===== src/hdl/sspc_pkg.sv =====
// Package for the servo status packet checker: payload and state types, codes.
// No dependencies.
`default_nettype none

package sspc_pkg;

    localparam logic [7:0] HEADER_BYTE = 8'hFF;
    localparam logic [3:0] IDLE_COUNT  = 4'd15;
    localparam logic [3:0] MIN_LEN     = 4'd6;
    localparam logic [3:0] MID_LEN     = 4'd7;
    localparam logic [3:0] MAX_LEN     = 4'd8;
    localparam logic [3:0] POS_ID      = 4'd2;
    localparam logic [3:0] POS_ERROR   = 4'd4;
    localparam logic [3:0] POS_DATA_LO = 4'd5;
    localparam logic [3:0] POS_DATA_HI = 4'd6;

    localparam logic [1:0] STATUS_OK       = 2'd0;
    localparam logic [1:0] STATUS_SERVO    = 2'd1;
    localparam logic [1:0] STATUS_COMM     = 2'd2;
    localparam logic [1:0] STATUS_CHECKSUM = 2'd3;

    typedef struct packed {
        logic [7:0] rx_byte;
        logic       frame_start;
        logic [7:0] target_id;
        logic [3:0] frame_length;
    } in_item_t;

    typedef struct packed {
        logic [1:0]  status;
        logic [7:0]  servo_error;
        logic [15:0] read_data;
    } out_item_t;

    typedef struct packed {
        logic [3:0] byte_count;
        logic [7:0] running_sum;
        logic       frame_bad;
        logic [7:0] error_byte;
        logic [7:0] data_low;
        logic [7:0] data_high;
    } frame_state_t;

endpackage

`default_nettype wire


===== src/hdl/sspc_frame_eval.sv =====
// Per-byte evaluation of a status packet: next frame state and the result.
// Depends on sspc_pkg.
`default_nettype none

module sspc_frame_eval (
    input  sspc_pkg::in_item_t     item,
    input  sspc_pkg::frame_state_t state_now,
    output sspc_pkg::frame_state_t state_next,
    output logic                   emit,
    output sspc_pkg::out_item_t    result
);
    import sspc_pkg::*;

    logic [3:0]   len;
    logic [3:0]   last;
    logic [3:0]   pos;
    logic [7:0]   expect_sum;
    frame_state_t base;

    always_comb
    begin
        if (item.frame_length < MIN_LEN)
            len = MIN_LEN;
        else if (item.frame_length > MAX_LEN)
            len = MAX_LEN;
        else
            len = item.frame_length;
        last = len - 4'd1;

        // A start mark clears the frame before this byte is looked at.
        if (item.frame_start)
            base = '0;
        else
            base = state_now;
        pos = base.byte_count;

        state_next = base;
        emit       = 1'b0;
        result     = '0;
        expect_sum = ~base.running_sum;

        if (pos > last)
        begin
            state_next.byte_count = IDLE_COUNT;
        end
        else if (pos < last)
        begin
            if ((pos < POS_ID) && (item.rx_byte != HEADER_BYTE))
                state_next.frame_bad = 1'b1;
            if ((pos == POS_ID) && (item.rx_byte != item.target_id))
                state_next.frame_bad = 1'b1;
            if (pos >= POS_ID)
                state_next.running_sum = base.running_sum + item.rx_byte;
            if (pos == POS_ERROR)
                state_next.error_byte = item.rx_byte;
            if (pos == POS_DATA_LO)
                state_next.data_low = item.rx_byte;
            if (pos == POS_DATA_HI)
                state_next.data_high = item.rx_byte;
            state_next.byte_count = pos + 4'd1;
        end
        else
        begin
            emit = 1'b1;
            if (base.frame_bad)
                result.status = STATUS_COMM;
            else if (expect_sum != item.rx_byte)
                result.status = STATUS_CHECKSUM;
            else if (base.error_byte != 8'd0)
                result.status = STATUS_SERVO;
            else
                result.status = STATUS_OK;
            result.servo_error = base.error_byte;
            if (result.status == STATUS_OK)
            begin
                if (len == MID_LEN)
                    result.read_data = {8'd0, base.data_low};
                else if (len == MAX_LEN)
                    result.read_data = {base.data_high, base.data_low};
            end
            state_next.byte_count = IDLE_COUNT;
        end
    end

endmodule

`default_nettype wire

===== config.mk =====
export PLATFORM = sky130hd
export DESIGN_NAME = sspc_frame_eval
export DESIGN_NICKNAME = d
export VERILOG_FILES = /design/src/hdl/sspc_pkg.sv /design/src/hdl/sspc_frame_eval.sv
export SDC_FILE = /design/constraint.sdc
export NUM_CORES = 1
export LEC_CHECK = 0
export BUFFER_PORTS_ARGS = -buffer_cell sky130_fd_sc_hd__buf_2
export CORE_MARGIN = 2
export CORE_UTILIZATION = 44
export DETAILED_ROUTE_END_ITERATION = 16
export PLACE_DENSITY = 0.93
export SYNTH_ARGS = -nofsm -noshare
export SYNTH_HDL_FRONTEND = slang
export SYNTH_SLANG_ARGS = --single-unit

===== constraint.sdc =====
create_clock -name vclk -period 4.33
set_input_delay 0.866 -clock vclk [all_inputs]
set_output_delay 0.866 -clock vclk [all_outputs]
set_load 0.05 [all_outputs]

==> run metrics <==
via count just under 2000; nets a little over 400; FP Rows 22; slowest CP cell ha_1; top post-synthesis cells by area mux2_2 (16%), ha_1 (14%), nor2b_1 (11%); worst vdd ir about 0.093 mV; area of the die ~4400 um2; first-pass GRT wire length 8.804 mm; commonest non-fill, non-tap cells in the layout buf_2 (122), nor2b_1 (31), mux2_2 (25); seq_cells 0; CLK BUF 0; Critical Path Start Type input port; critical path's top delay family adder cells; Mapped Area 1715 um2; design area roughly 2400 um2; vias in the first global route around 1900; status finished, final reports clean; Yosys cell types 41; ratio of cells with drive above 1 in the final layout 50.60%; Layout area overhead 39.39%; CP arrival 3.27 ns; GRT Overall Usage ~25%; Tightest Pin Transition between 0.5 and 0.6 ns; Hold Vio Cnt, Final 0; crit-path max FO 8; PortBufs between 100 and 150; Post-Syn Nets slightly below 300; Total Neg Setup Slack 0 ns; Leakage between 0.001 and 0.0015 uW; Synth top area share ~16%; Diodes inserted 0; synth warn 0; max-cap check violation count 0; hold_buf cts 0; Initial DRT Pass Iterations 4; minimum clock period approximately 4.1 ns; fill cell total of the finished layout 340; pwr/cell area between 100 and 150 nW/um2; Non-Filler Instances 380; Overall Power around 340 uW; drt via density slightly above 5; antenna violations before repair 0; grt ovf 0; final WL roughly 5.4 mm; Final period util ~96%; crit end category primary output; RSZ-0062 raised after global routing false; Die Wd about 66 um; multi-input logic area approximately 1600 um2; Worst EP required around 3.5 ns; Max Slew Vio Count 0; sequential area share after synthesis 0%; crit path cell chain buf_2, inv_1, nand4_1, ha_1, ha_1, a21oi_2, o21a_2, nand4b_4, mux2_2, buf_2; DR iter-0 viols 114; pre-CTS setup slack about 0.071 ns; total setup buffers inserted after CTS 0; most common cell after layout, fill and taps aside buf_2; post-synth top area cell mux2_2; Slew HR 60.22%; area post-placement ~2400 um2; Hold/Removal Path Class in -> out; Final GP Congestion between 0.9 and 1; Post-Syn Instances approximately 210; Setup CP Type in -> out; Final HPWL DP approximately 4.7 mm; DR WL/cell between 10 and 15 um; crit path buf inv count 3; crit-path max cell delay 0.33 ns; largest net degree at the start of global routing 25; post-CTS resize count 0; Mapped Avg Cell Area around 8.1 um2; DRC viols 0; register area 0 um2; Detail Route Antenna Nets 0; Initial Util between 40% and 50%; Core Region approximately 3700 um2; FMAX 0.2418 GHz; Die Y-Extent around 66 um; placed cells 380; Setup Viol. Count Final 0; number of I/O pins around 120; Final WS setup 0.1943 ns
==> through the flow <==
step	hold slack, ns	utilization [%]
6_report	2.154	64.34
3_5_place_dp	2.151	64.31
4_1_cts	2.153	64.31
3_3_place_gp	2.151	64.31
2_1_floorplan	1.975	-
5_1_grt	2.159	64.34
==> worst paths after layout <==
path | startpoint | endpoint | slack [ns] | depth (start not counted)
worst max-delay path | item[3] | state_next[23] | 0.19 | 10
worst min-delay path | state_now[24] | result[15] | 2.15 | 4
==> power by group <==
part	internal (uW)	switching [uW]	total (uW)	leakage, uW
Combinational	113	231	344	0.00130
Clock	0	0	0	0
Sequential	0	0	0	0
==> cells by family (layout without fill, tap and decap cells) <==
kind of cell	after synthesis	after routing	share of synthesized area (%)
AND/OR/NAND/NOR	101	101	40.85
multiplexers	29	29	18.75
AO/OA/AOI/OAI	28	28	12.55
adder cells (fa/ha/maj)	20	20	15.03
buffers and inverters	18	137	4.449
XOR/XNOR	16	16	8.169
other	1	1	0.2186
==> area by class of cell <==
cell class	count	share of cell area, %
Multi-Input combinational cell	195	68.81
Timing Repair Buffer	127	27.11
Tap cell	48	2.512
Inverter	10	1.570
==> routing by layer <==
layer	GRT usage [%]	routed length, um	up-vias
li1	-	-	989
met1	29.80	2262	883
met2	48.63	2804	79
met3	2.044	287	6
met4	3.827	64	0
met5	0	0	-
==> Yosys cell counts, types with 2 or more instances <==
| cell type | number |
|---|---|
| o31a_1 | 2 |
| nand4b_4 | 3 |
| nand2_1 | 7 |
| o21a_1 | 2 |
| inv_1 | 10 |
| nor4_1 | 2 |
| nand3_1 | 4 |
| a211oi_1 | 2 |
| nor2_1 | 6 |
| a21oi_1 | 4 |
| a21oi_2 | 2 |
| and2_1 | 24 |
| buf_4 | 2 |
| nor2b_1 | 31 |
| a21boi_0 | 2 |
| mux2i_1 | 4 |
| and4bb_4 | 2 |
| mux2_2 | 25 |
| xnor2_1 | 12 |
| clkbuf_1 | 5 |
| o21ai_0 | 7 |
| nand4_1 | 6 |
| ha_1 | 19 |
| xor2_1 | 4 |
| nor4_2 | 2 |
| nand3b_1 | 2 |
| nand2b_1 | 8 |
==> worst min-delay path, stage by stage <==
cell and delay (ns):
buf_2 0.09, nand3b_1 0.09, nor2_1 0.04, buf_2 0.20
Note: power is estimated with default switching activity, not from simulation.
